### config.mk
export PLATFORM = sky130hd
export DESIGN_NAME = rtp_cordic_cell
export DESIGN_NICKNAME = d
export VERILOG_FILES = /design/src/rtl/rtp_pkg.sv /design/src/rtl/rtp_cordic_cell.sv
export SDC_FILE = /design/constraint.sdc
export NUM_CORES = 1
export LEC_CHECK = 0
export BUFFER_PORTS_ARGS = -buffer_cell sky130_fd_sc_hd__buf_2
export CORE_ASPECT_RATIO = 1.75
export CORE_MARGIN = 8
export CORE_UTILIZATION = 59
export DETAILED_ROUTE_END_ITERATION = 12
export HOLD_SLACK_MARGIN = 0.06
export PLACE_DENSITY = 0.91
export REMOVE_ABC_BUFFERS = 1
export SKIP_CTS_REPAIR_TIMING = 1
export SLEW_MARGIN = 20
export SYNTH_ARGS = -nofsm -noshare
export SYNTH_HDL_FRONTEND = slang
export SYNTH_SLANG_ARGS = --single-unit
export TNS_END_PERCENT = 10
### constraint.sdc
create_clock -name clk_i -period 3.45 [get_ports clk_i]
set_input_delay 0.1725 -clock clk_i [delete_from_list [all_inputs] [get_ports clk_i]]
set_output_delay 0.1725 -clock clk_i [all_outputs]
set_load 0.01 [all_outputs]
### src/rtl/rtp_pkg.sv
package rtp_pkg;

  localparam int FIELD_W    = 16;
  localparam int RADIUS_W   = 17;
  localparam int ANGLE_W    = 16;
  localparam int GUARD_BITS = 8;
  localparam int TABLE_LEN  = 24;
  localparam int ZW         = 24;
  localparam int T_W        = 14;

  localparam logic [ZW-1:0]      RIGHT_FINE  = ZW'(90 * 32768);
  localparam logic [ZW-1:0]      ROUND_HALF  = ZW'(128);
  localparam logic [T_W-1:0]     RIGHT_ANGLE = T_W'(90 * 128);
  localparam logic [ANGLE_W-1:0] HALF_TURN   = ANGLE_W'(180 * 128);
  localparam logic [ANGLE_W-1:0] FULL_TURN   = ANGLE_W'(360 * 128);

  // atan(2^-i) in 2^-15 degree
  localparam logic [ZW-1:0] ATAN_FINE [TABLE_LEN] = '{
    24'd1474560, 24'd870484, 24'd459940, 24'd233473,
    24'd117189,  24'd58652,  24'd29333,  24'd14667,
    24'd7334,    24'd3667,   24'd1833,   24'd917,
    24'd458,     24'd229,    24'd115,    24'd57,
    24'd29,      24'd14,     24'd7,      24'd4,
    24'd2,       24'd1,      24'd0,      24'd0
  };

  typedef struct packed {
    logic x_neg;
    logic y_neg;
    logic x_zero;
    logic y_zero;
  } ang_flags_t;

endpackage

### src/rtl/rtp_cordic_cell.sv
module rtp_cordic_cell
  import rtp_pkg::*;
#(
  parameter int W = 27,
  parameter int I = 0
) (
  input  logic                 clk_i,
  input  logic signed [W-1:0]  x_i,
  input  logic signed [W-1:0]  y_i,
  input  logic signed [ZW-1:0] z_i,
  output logic signed [W-1:0]  x_o,
  output logic signed [W-1:0]  y_o,
  output logic signed [ZW-1:0] z_o
);

  logic signed [W-1:0]  dx, dy;
  logic signed [ZW-1:0] atan_s;
  logic signed [W-1:0]  x_d, y_d;
  logic signed [ZW-1:0] z_d;
  logic signed [W-1:0]  x_q, y_q;
  logic signed [ZW-1:0] z_q;

  assign dx     = y_i >>> I;
  assign dy     = x_i >>> I;
  assign atan_s = signed'(ATAN_FINE[I]);

  always_comb begin
    if (!y_i[W-1]) begin
      x_d = x_i + dx;
      y_d = y_i - dy;
      z_d = z_i + atan_s;
    end else begin
      x_d = x_i - dx;
      y_d = y_i + dy;
      z_d = z_i - atan_s;
    end
  end

  always_ff @(posedge clk_i) begin
    x_q <= x_d;
    y_q <= y_d;
    z_q <= z_d;
  end

  assign x_o = x_q;
  assign y_o = y_q;
  assign z_o = z_q;

endmodule

==> flow_summary.ini <==
[placement]
pre_cts_slack_ns = 0.531
io_buffer_count = 156
post_dp_cell_area_um2 = 7280
dp_hpwl_um = 18000
gp_congestion = 1.03

[cells_and_area]
area_growth_pct = 21.6
fin_area_um2 = 7780
final_common_cell = buf_2
antennaDiodeCount = 0
final_nets = 1132
final_cell_mix = buf_2, a21oi_1, ha_1
fin_util_pct = 73.1
drive_gt1_share_pct = 21.3

[global_routing]
grt_use_total_pct = 31.6
overflow = 0
grt_start_max_net_pins = 69
grt_pass1_wl_um = 35700
antenna_found_initial = 0
grt_pass1_vias = 7032

[timing]
fin_setup_tns_ns = 0
slew_headroom_pct = 49.5
finalSetupViolCount = 0
finalCriticalPeriod_ns = 2.74
report.final.slew_viol_count = 0
hold_viol_final = 0
rsz0062_at_grt = false
worst_slack_ns = 0.712
tightest_slew_ns = 0.738
fin_crit_sh_pct = 79.4
fmax_mhz = 365

[drt]
dr.first_iter.drc_count = 599
via_per_inst = 6.24
drt.antenna.violating_nets = 0
wire_per_inst_um = 21.6
drtPass1Iterations = 6
route.detailed.drc = 0
vias = 6853
wirelength_um = 23700

[clock_tree]
numCtsBuffers = 9
tritoncts = yes
cts-root-buf = clkbuf_16
clock-sinks = 77
cts-htree-levels = 3
clock_path_buffers = 2
clkSlewWorstSetupHoldPaths_ns = 0.06

[power]
clkPwrFrac_pct = 29.8
seqPwrFrac_pct = 31.7
max-vdd-ir-drop_uv = 505
swShare_pct = 36.6
power_switching_uw = 1280
power_density_nw_per_um2 = 452
internal_power_uw = 2230
power_frac_comb_pct = 38.6
p_leak_uw = 0.00374

[logic_synthesis]
synth-simple-area-share_pct = 14.1
synth_compound_area_share_pct = 26.9
syn_area_per_cell_um2 = 7.99
synth_xor_area_share_pct = 7.94
synthTopCellsByArea = dfxtp_1, ha_1, a21oi_1, xnor2_1, inv_1
synthCells = 800
synth.top_cell.area_share_pct = 24.1
yosysTopAreaCell = dfxtp_1
synth_top_family_by_area = compound AO/OA/AOI/OAI gates
async_reset_ff_share_pct = 0
synth_cell_type_count = 68
syn-cell-area_um2 = 6390
ys_seq_area_share_pct = 24.1
yosys_most_used_dff = dfxtp_1
synth-edff-count = 0
yosys_warnings = 0
yosys_register_bits = 77
synth_mux_area_share_pct = 1.41
synth_adder_area_share_pct = 17.9

[die]
rows = 50
start_util_pct = 60.1
die_area_um2 = 14600
core_area_um2 = 10600
die_h_um = 154
ioPinCount = 157
chipWidth_um = 94.7

[setup_path]
end_kind = flip-flop
crit_path_max_fanout = 4
cp.required_ns = 3.68
start_kind = input pin
cp.arrival_ns = 2.97
critPathKind = input pin to flip-flop

[min_path]
hold_depth = 3
hold_path.class = input pin to flip-flop
min_from = y_i[0]
min_to = y_o[0]

[flow_run]
maxCapViolCount = 0

[run_status]
run_status = finished, final reports clean
flip-flops by register name, indices dropped and copies added (netlist names):
register  cells
y_o          27
x_o          26
z_o          24
logic make-up (layout without fill, tap and decap cells):
logic type	after synthesis	after routing
flops	77	77
compound gates	264	264
mux	9	9
xor+xnor	58	58
fa+ha+maj	89	89
buf+inv	123	292
simple gates	180	180
per-layer routing:
layer | track usage (%) | vias to the layer above | wire length (um)
met2 | 59.3 | 428 | 12900
li1 | - | 3127 | -
met3 | 5.85 | 145 | 1640
met5 | 0 | - | 0
met1 | 28.1 | 3153 | 7290
met4 | 24.0 | 0 | 1930
through the flow:
| step | hold slack (ns) | total power (uW) | cells |
|---|---|---|---|
| 6_report | 0.126 | 3510 | 1099 |
| 5_1_grt | 0.153 | 3670 | 1099 |
| 4_1_cts | -0.0788 | 3460 | 1082 |
| 3_5_place_dp | 0.276 | 2420 | 1066 |
| 3_3_place_gp | 0.275 | 2390 | 1066 |
| 2_1_floorplan | 0.200 | 1900 | 767 |
worst max path at each step:
stage | slack, ns | to | startpoint
2_1_floorplan | 1.02 | z_o[23] | y_i[26]
3_3_place_gp | 0.52 | x_o[19] | x_i[5]
3_5_place_dp | 0.53 | x_o[19] | x_i[5]
4_1_cts | 0.85 | x_o[19] | x_i[5]
5_1_grt | 0.56 | x_o[26] | x_i[0]
6_report | 0.71 | x_o[26] | x_i[0]
synthesized netlist by cell type (3+ instances only):
master     instances
a31oi_1            5
ha_1              85
and2_1             6
o21bai_1          15
dfxtp_1           77
o31ai_1            7
inv_2              3
nand3_1           22
nand2b_1           8
a2111oi_0          3
xor2_1             7
xnor2_1           51
nor3_1            16
o21a_1             7
o211ai_1          10
a21o_1            17
clkbuf_1          12
fa_1               4
nor2_1            59
a21oi_1           96
nor2b_1            6
inv_1             82
buf_1              8
nand4_1            7
nor3_2             3
a211oi_1          13
o31a_1             4
or4_1              4
mux2i_1            9
nand2_1           34
clkinv_1           5
nor4_1             7
a21boi_0           4
o21ai_0           47
buf_2             10
o21ai_1            5
final cells by class:
class	instances	area, um^2
multi-input cells	600	4360
fillers	863	2860
flip-flops and latches	77	1540
repair buffers	186	1050
inverters	90	338
clock buffers	10	229
well taps	130	163
clock inverters	6	93.8
critical path, stage by stage:
cell and delay (ns):
buf_2 0.11, inv_1 0.04, ha_1 0.21, fa_1 0.39, nand3b_1 0.21, a21oi_1 0.19, o22a_1 0.38, a21boi_0 0.14
o21ai_0 0.32, a21oi_1 0.19, o311ai_0 0.29, o21ai_0 0.16, xnor2_1 0.16
power groups by stage:
stage | logic, uW | clock network (uW) | registers (uW)
3_5_place_dp | 1290 | 0 | 1130
3_3_place_gp | 1270 | 0 | 1120
4_1_cts | 1300 | 1050 | 1110
6_report | 1350 | 1050 | 1110
2_1_floorplan | 675 | 0 | 1230
5_1_grt | 1450 | 1090 | 1130
Note: power is estimated with default switching activity, not from simulation.
