`src/rtl/rtp_root_cell.sv`:
```
module rtp_root_cell #(
  parameter int RW = 17,
  parameter int K  = 0
) (
  input  logic            clk_i,
  input  logic [2*RW-1:0] s_i,
  input  logic [RW+2:0]   rem_i,
  input  logic [RW-1:0]   root_i,
  output logic [2*RW-1:0] s_o,
  output logic [RW+2:0]   rem_o,
  output logic [RW-1:0]   root_o
);

  logic [RW+2:0]   rem_sh, trial, rem_d;
  logic [RW-1:0]   root_d;
  logic            ge;
  logic [2*RW-1:0] s_q;
  logic [RW+2:0]   rem_q;
  logic [RW-1:0]   root_q;

  // remainder stays below 2^(RW+1), so the top two bits drop safely
  assign rem_sh = {rem_i[RW:0], s_i[2*K+1:2*K]};
  assign trial  = {1'b0, root_i, 2'b01};
  assign ge     = rem_sh >= trial;
  assign rem_d  = ge ? rem_sh - trial : rem_sh;
  assign root_d = {root_i[RW-2:0], ge};

  always_ff @(posedge clk_i) begin
    s_q    <= s_i;
    rem_q  <= rem_d;
    root_q <= root_d;
  end

  assign s_o    = s_q;
  assign rem_o  = rem_q;
  assign root_o = root_q;

endmodule

```
`config.mk`:
```
export PLATFORM = sky130hd
export DESIGN_NAME = rtp_root_cell
export DESIGN_NICKNAME = d
export VERILOG_FILES = /design/src/rtl/rtp_root_cell.sv
export SDC_FILE = /design/constraint.sdc
export NUM_CORES = 1
export LEC_CHECK = 0
export ABC_AREA = 0
export BUFFER_PORTS_ARGS = -buffer_cell sky130_fd_sc_hd__buf_2
export CAP_MARGIN = 20
export CORE_MARGIN = 3
export CORE_UTILIZATION = 45
export CTS_BUF_LIST = sky130_fd_sc_hd__clkbuf_16
export DETAILED_ROUTE_END_ITERATION = 7
export PLACE_DENSITY = 0.79
export SLEW_MARGIN = 20
export SYNTH_ARGS = -nofsm -noshare
export SYNTH_HDL_FRONTEND = slang
export SYNTH_SLANG_ARGS = --single-unit
export TNS_END_PERCENT = 1
```
`constraint.sdc`:
```
create_clock -name clk_i -period 2.69 [get_ports clk_i]
set_input_delay 0.1345 -clock clk_i [delete_from_list [all_inputs] [get_ports clk_i]]
set_output_delay 0.1345 -clock clk_i [all_outputs]
set_load 0.01 [all_outputs]
```
==> results of run 1 <==
through the flow:
stage                     total power [W]  instances  worst slack [ns]  hold slack [ns]  util, %
after global routing              0.00340        538           -0.0997           0.0427     74.8
final                             0.00330        538            -0.104           0.0381     74.8
after detailed placement          0.00184        472             0.362            0.238     60.3
after CTS                         0.00318        538            0.0863           0.0364     74.0
after floorplan                   0.00162        262             0.579            0.162        -
after global placement            0.00183        472             0.340            0.237     60.3
registers in the layout, indices dropped and copies added (netlist names):
| signal | flops |
|---|---|
| s_o | 34 |
| rem_o | 20 |
| root_o | 17 |
logic make-up after synthesis:
logic type	share of synthesized area (%)
flops	50.3
simple gates	8.27
fa+ha+maj	8.41
compound gates	14.1
buf+inv	5.62
mux	8.05
xor+xnor	5.27
cell type report:
type | count | area, µm²
clock inverters | 7 | 96.3
multi-input cells | 157 | 1300
clock buffers | 9 | 225
inverters | 24 | 90.1
repair buffers | 195 | 1250
fillers | 319 | 1510
well taps | 75 | 93.8
flip-flops and latches | 71 | 1420
routing by layer:
| layer | track usage [%] | vias to the layer above |
|---|---|---|
| li1 | - | 1302 |
| met1 | 32.6 | 1360 |
| met4 | 15.5 | 0 |
| met2 | 53.2 | 275 |
| met3 | 11.4 | 103 |
| met5 | 0 | - |
power groups by stage:
stage | Clock, W | Combinational (W) | Sequential, W
floorplan | 0 | 0.000343 | 0.00127
global placement | 0 | 0.000627 | 0.00121
detailed placement | 0 | 0.000637 | 0.00121
CTS | 0.00128 | 0.000706 | 0.00119
global route | 0.00136 | 0.000828 | 0.00121
finish | 0.00131 | 0.000785 | 0.00120
how the worst min path moves through the flow:
| stage | to | slack [ns] | cells past startpoint |
|---|---|---|---|
| after floorplan | root_o[10] | 0.16 | 0 |
| after global placement | s_o[23] | 0.24 | 1 |
| after detailed placement | s_o[14] | 0.24 | 1 |
| after CTS | rem_o[16] | 0.04 | 3 |
| after global routing | rem_o[10] | 0.04 | 2 |
| final | rem_o[9] | 0.04 | 2 |
timing repair:
item                                    4_1_cts  5_1_grt
resized for setup                             0       10
hold endpoints to repair                     50        0
endpoints found under the setup margin        0       15
hold buffers                                 50        0
worst max-delay path: cells and delay by family:
kind / cells / cell delay, ns
xor+xnor: 1 / 0.11
mux: 1 / 0.26
buf+inv: 3 / 0.73
compound gates: 5 / 1.42
fa+ha+maj: 1 / 0.37
synthesized netlist by cell type (2+ instances only):
library cell                n
sky130_fd_sc_hd__dfxtp_1   71
sky130_fd_sc_hd__nand2_1   11
sky130_fd_sc_hd__nand3_1    5
sky130_fd_sc_hd__o21ai_0   13
sky130_fd_sc_hd__o211ai_1   6
sky130_fd_sc_hd__a21oi_1   14
sky130_fd_sc_hd__nor2_1    12
sky130_fd_sc_hd__a31oi_1    2
sky130_fd_sc_hd__ha_1      19
sky130_fd_sc_hd__nand4_1    6
sky130_fd_sc_hd__clkbuf_1   2
sky130_fd_sc_hd__o21a_1     5
sky130_fd_sc_hd__mux2_4    13
sky130_fd_sc_hd__mux2_2     2
sky130_fd_sc_hd__clkbuf_2   2
sky130_fd_sc_hd__a21o_1     3
sky130_fd_sc_hd__a211oi_1   5
sky130_fd_sc_hd__and2_1     2
sky130_fd_sc_hd__buf_2      2
sky130_fd_sc_hd__nor3_1     5
sky130_fd_sc_hd__buf_6      3
sky130_fd_sc_hd__xnor2_1   12
sky130_fd_sc_hd__inv_1     24
sky130_fd_sc_hd__xor2_1     5
sky130_fd_sc_hd__nand2b_1   2
==> results.md, run 1 <==
* Final number of hold-violating endpoints at 0
* Num CTS Buffers at 9
* Number of buffer cells added on primary ports at 140
* Delay of the slowest critical-path stage at 0.55 ns
* Leading area contributor after synthesis: sky130_fd_sc_hd__dfxtp_1
* Largest voltage drop on the vdd net at 0.639 mV
* Kind of capture point of the worst setup path: flip-flop
* Root buffer selected by CTS: sky130_fd_sc_hd__clkbuf_16
* Via density at 5.65
* Total detailed-routing wirelength at 11.6 mm
* Wire length on met2 at 5.28 mm
* Clock-pin slew on the worst setup and hold paths at 0.06 ns
* End of the critical path: rem_o[15]
* Part of the total power dissipated in combinational logic at 23.8%
* Placed cell area at 3610 µm²
* Power per cell area at 737 nW/µm²
* Finished Cell Area at 4480 µm²
* Commonest register cell after synthesis: sky130_fd_sc_hd__dfxtp_1
* Final period demand of the worst path at 2.79 ns
* Required arrival time at the worst endpoint at 2.92 ns
* Clock Sinks at 71
* Post-Syn Instances at 262
* Fin worst setup slack at -0.104 ns
* Max Cap Viol at 0
* Number of synthesized flops with an enable pin at 0
* Sequential-to-total area share from yosys stat at 50.3%
* Most frequent cells in the layout: 140 x sky130_fd_sc_hd__buf_2, 71 x sky130_fd_sc_hd__dfxtp_1, 50 x sky130_fd_sc_hd__dlygate4sd3_1
* Fraction of synthesis flops using an asynchronous set or reset pin at 0%
* Number of diodes added for antenna fixing at 0
* Switching share of power at 28.8%
* Number of distinct standard cells referenced by the synthesized netlist at 41
* Initial antenna violation count at 0
* Tightest Hold Check Type: in2reg
* Synthesized net count at 353
* Most area-consuming cells after synthesis: sky130_fd_sc_hd__dfxtp_1 50%, sky130_fd_sc_hd__ha_1 8.4%, sky130_fd_sc_hd__mux2_4 6.9%
* Status: complete, but fails checks
* Core area at 5990 µm²
* Hpwl dp at 5.35 mm
* Post-CTS setup buffer count at 0
* Part of the total power dissipated in sequential elements at 36.4%
* Violated checks: setup timing
* Startpoint-to-endpoint class of the critical path: in2reg
* Chip Height at 85.3 µm
* Clock buffer depth at 2
* Nets at 549
* Routed wl met3 at 1.31 mm
* Critical path startpoint category: input port
* Library cell appearing most often on the critical path: sky130_fd_sc_hd__o211ai_1
* H-tree levels at 3
* Top routing layer in use: met4
* Number of failing setup endpoints in the final timing report at 2
* Gp weighted congestion at 0.801
* Chain of cells forming the critical path: dlygate4sd3_1 -> buf_2 -> inv_1 -> ha_1 -> o211ai_1 -> o211ai_1 -> a31oi_2 -> o21bai_1 -> a211oi_2 -> xnor2_1 -> mux2_4
* Power Internal at 0.00235 W
* Critical-path maximum fanout at 5
* Maximum number of pins on one net before global-route repair at 15
* Cell with the biggest individual delay on the critical path: sky130_fd_sc_hd__dlygate4sd3_1
* Overall Global Routing Usage at 30.7%
* Router iterations before antenna repair at 5
* Remaining global-route overflow at 0
* Share of the clock period used by the worst path at 104%
* Fmax achieved at 358 MHz
* Number of warning messages in the yosys log at 0
* Worst setup path startpoint: root_i[0]
* Starting density of the core at 47.2%
* Sum Neg Setup Slack at -0.105 ns
* Width of the die at 85.3 µm
* Average size of a mapped cell at 10.8 µm²
* Area grow syn2layout at 58.5%
* Leakage power at 2.18 nW
* DRT antenna net count at 0
* Number of vias after detailed routing at 3,040
* # DRC at 0
* Worst min-delay path startpoint: rem_i[7]
* Endpoint arrival time on the critical path at 3.02 ns
* Net switching power at 0.000952 W
* Layout cells sized above 1 at 41.3%
* Number of rows in the core area at 28
* Number of top-level design ports at 143
* Number of global-route vias before repair at 3,070
* Post-synth top area share at 50.3%
* Post-synthesis instance area at 2830 µm²
* Met1 wire length at 4.11 mm
* TritonCTS clock tree: done
* Tightest Pin Transition at 0.408 ns
* Worst slew slack as a fraction of its limit at 72.6%
* Number of max-slew violations in the final report at 0
* Proportion of power drawn by the clock network at 39.8%
* Full die area at 7270 µm²
* DRT iter0 DRCs at 298
* Wire length of the first global-routing pass at 17.0 mm
* Most frequent standard cell in the layout excluding fill and tap cells: sky130_fd_sc_hd__buf_2
* Average wire per cell in the routed design at 21.5 µm
* Number of synthesized register bits at 71
Power figures use the tool's default switching activity.
==> run 2, diff against run 1 <==
--- a/config.mk
+++ b/config.mk
@@ -10,7 +10,6 @@
 export CAP_MARGIN = 20
 export CORE_MARGIN = 3
 export CORE_UTILIZATION = 45
-export CTS_BUF_LIST = sky130_fd_sc_hd__clkbuf_16
 export DETAILED_ROUTE_END_ITERATION = 7
 export PLACE_DENSITY = 0.79
 export SLEW_MARGIN = 20
==> run 2 against run 1 <==
Against the previous run:
- the flow now finishes without violations
- worst setup slack gained 0.19 ns
- maximum frequency grew 7.3%
- critical endpoint is now rem_o[13]
- clock power shrank 25%
- die area is the same
- critical path type unchanged
- largest cell class unchanged
- clock-buffer cell count grew 1
- via count shrank 7.3%
- non-clock buffer count is the same
- first-iteration DRC count shrank 47%
- flip-flop and latch count is the same
- total power shrank 11%
==> results.md, run 2 (same netlist as run 1, synthesis figures left out) <==
* Final Total Pwr at 0.00292 W
* Largest voltage drop on the vdd net at 0.585 mV
* Endpoint arrival time on the critical path at 2.85 ns
* Leakage power at 2.13 nW
* Remaining global-route overflow at 0
* Layout cells sized above 1 at 40.0%
* Critical-path maximum fanout at 5
* Maximum number of pins on one net before global-route repair at 15
* Critical path startpoint category: input port
* Initial antenna violation count at 0
* Overall Global Routing Usage at 26.7%
* Most frequent cells in the layout: 140 x sky130_fd_sc_hd__buf_2, 71 x sky130_fd_sc_hd__dfxtp_1, 50 x sky130_fd_sc_hd__dlygate4sd3_1
* Worst setup path startpoint: root_i[2]
* Final design utilization at 72.6%
* TritonCTS clock tree: done
* Router iterations before antenna repair at 5
* Required arrival time at the worst endpoint at 2.94 ns
* Total detailed-routing wirelength at 10.0 mm
* Worst slew slack as a fraction of its limit at 68.4%
* Tightest Pin Transition at 0.471 ns
* Number of vias after detailed routing at 2,817
* Width of the die at 85.3 µm
* Number of rows in the core area at 28
* Flip-flop count of the largest register, all copies and words added at 34
* Final period demand of the worst path at 2.60 ns
* Post-route worst hold slack at 0.0147 ns
* Number of diodes added for antenna fixing at 0
* Final number of hold-violating endpoints at 0
* DRT iter0 DRCs at 159
* Chip Height at 85.3 µm
* DRT antenna net count at 0
* Share of the clock period used by the worst path at 96.8%
* Number of buffer cells added on primary ports at 140
* Clock buffer depth at 2
* Full die area at 7270 µm²
* End of the critical path: rem_o[13]
* Kind of capture point of the worst setup path: flip-flop
* Starting density of the core at 47.2%
* Clock-pin slew on the worst setup and hold paths at 0.08 ns
* Number of top-level design ports at 143
* Power per cell area at 672 nW/µm²
* Root buffer selected by CTS: sky130_fd_sc_hd__clkbuf_8
* Wire length of the first global-routing pass at 15.0 mm
* Most frequent standard cell in the layout excluding fill and tap cells: sky130_fd_sc_hd__buf_2
* Status: finished, final reports clean
* Average wire per cell in the routed design at 18.6 µm
* Tightest Hold Check Type: in2reg
* Number of max-slew violations in the final report at 0
* Nets at 549
* Num CTS Buffers at 9
* Number of failing setup endpoints in the final timing report at 0
* Core area at 5990 µm²
* Startpoint-to-endpoint class of the critical path: in2reg
* Number of global-route vias before repair at 2,929
* Fmax achieved at 384 MHz
* Area grow syn2layout at 53.8%
* Max Cap Viol at 0
* Post-CTS setup buffer count at 0
* # DRC at 0
* Via density at 5.24
* Hpwl dp at 5.35 mm
* H-tree levels at 3
* Clock Sinks at 71
* Gp weighted congestion at 0.801
## run 2: cell count changes in the layout (fill, tap and decap cells not counted)
cell and change:
sky130_fd_sc_hd__clkbuf_1 +1, sky130_fd_sc_hd__a211oi_2 -2, sky130_fd_sc_hd__ha_1 +2, sky130_fd_sc_hd__a211oi_1 +2, sky130_fd_sc_hd__a21oi_2 -1, sky130_fd_sc_hd__inv_1 -1, sky130_fd_sc_hd__a21oi_1 +2, sky130_fd_sc_hd__clkbuf_8 +9
sky130_fd_sc_hd__a21oi_4 -1, sky130_fd_sc_hd__clkbuf_16 -9, sky130_fd_sc_hd__ha_2 -2
## run 2: what timing repair did
| action | CTS | global route |
|---|---|---|
| resized for setup | 0 | 3 |
| hold endpoints to repair | 50 | 0 |
| setup endpoints to repair | 0 | 6 |
| hold buffers | 50 | 0 |
## run 2: worst max-delay path: stages
cell	delay, ns
sky130_fd_sc_hd__dlygate4sd3_1	0.55
sky130_fd_sc_hd__buf_2	0.13
sky130_fd_sc_hd__inv_1	0.05
sky130_fd_sc_hd__ha_1	0.37
sky130_fd_sc_hd__a21oi_2	0.29
sky130_fd_sc_hd__o211ai_1	0.21
sky130_fd_sc_hd__a31o_2	0.28
sky130_fd_sc_hd__a21oi_1	0.26
sky130_fd_sc_hd__o21ai_0	0.15
sky130_fd_sc_hd__xor2_1	0.17
sky130_fd_sc_hd__mux2_4	0.26
## run 2: cell type report
cell class / instances / area (µm²)
repair buffers: 195 / 1250
multi-input cells: 157 / 1270
flip-flops and latches: 71 / 1420
inverters: 24 / 90.1
clock buffers: 10 / 128
clock inverters: 6 / 92.6
fillers: 360 / 1640
well taps: 75 / 93.8
## run 2: routing by layer
metal | GRT usage (%) | routed length, µm | up-vias
met5 | 0 | 0 | -
met1 | 27.6 | 3700 | 1308
met2 | 48.2 | 5050 | 175
li1 | - | - | 1295
met4 | 12.1 | 352 | 0
met3 | 9.42 | 927 | 39
## run 2: metrics by stage
stage          cell area (µm²)  cells  setup TNS (ns)  worst slack, ns
2_1_floorplan             2830    262               0            0.579
3_3_place_gp              3610    472               0            0.340
3_5_place_dp              3610    472               0            0.362
4_1_cts                   4330    538               0            0.183
5_1_grt                   4350    538         -0.0437          -0.0398
6_report                  4350    538               0           0.0864
## run 2: where the power goes
part | total (W) | internal [W] | switching [W] | leakage [nW]
registers | 0.00120 | 0.00116 | 0.0000386 | 0.599
logic | 0.000743 | 0.000367 | 0.000376 | 1.43
clock network | 0.000981 | 0.000527 | 0.000454 | 0.103
## run 2: worst min path at each step
| stage | from | end | slack [ns] | cells past startpoint |
|---|---|---|---|---|
| 3_3_place_gp | s_i[23] | s_o[23] | 0.24 | 1 |
| 3_5_place_dp | s_i[14] | s_o[14] | 0.24 | 1 |
| 2_1_floorplan | root_i[9] | root_o[10] | 0.16 | 0 |
| 4_1_cts | rem_i[14] | rem_o[16] | 0.01 | 3 |
| 6_report | rem_i[7] | rem_o[9] | 0.01 | 2 |
| 5_1_grt | rem_i[8] | rem_o[10] | 0.02 | 2 |
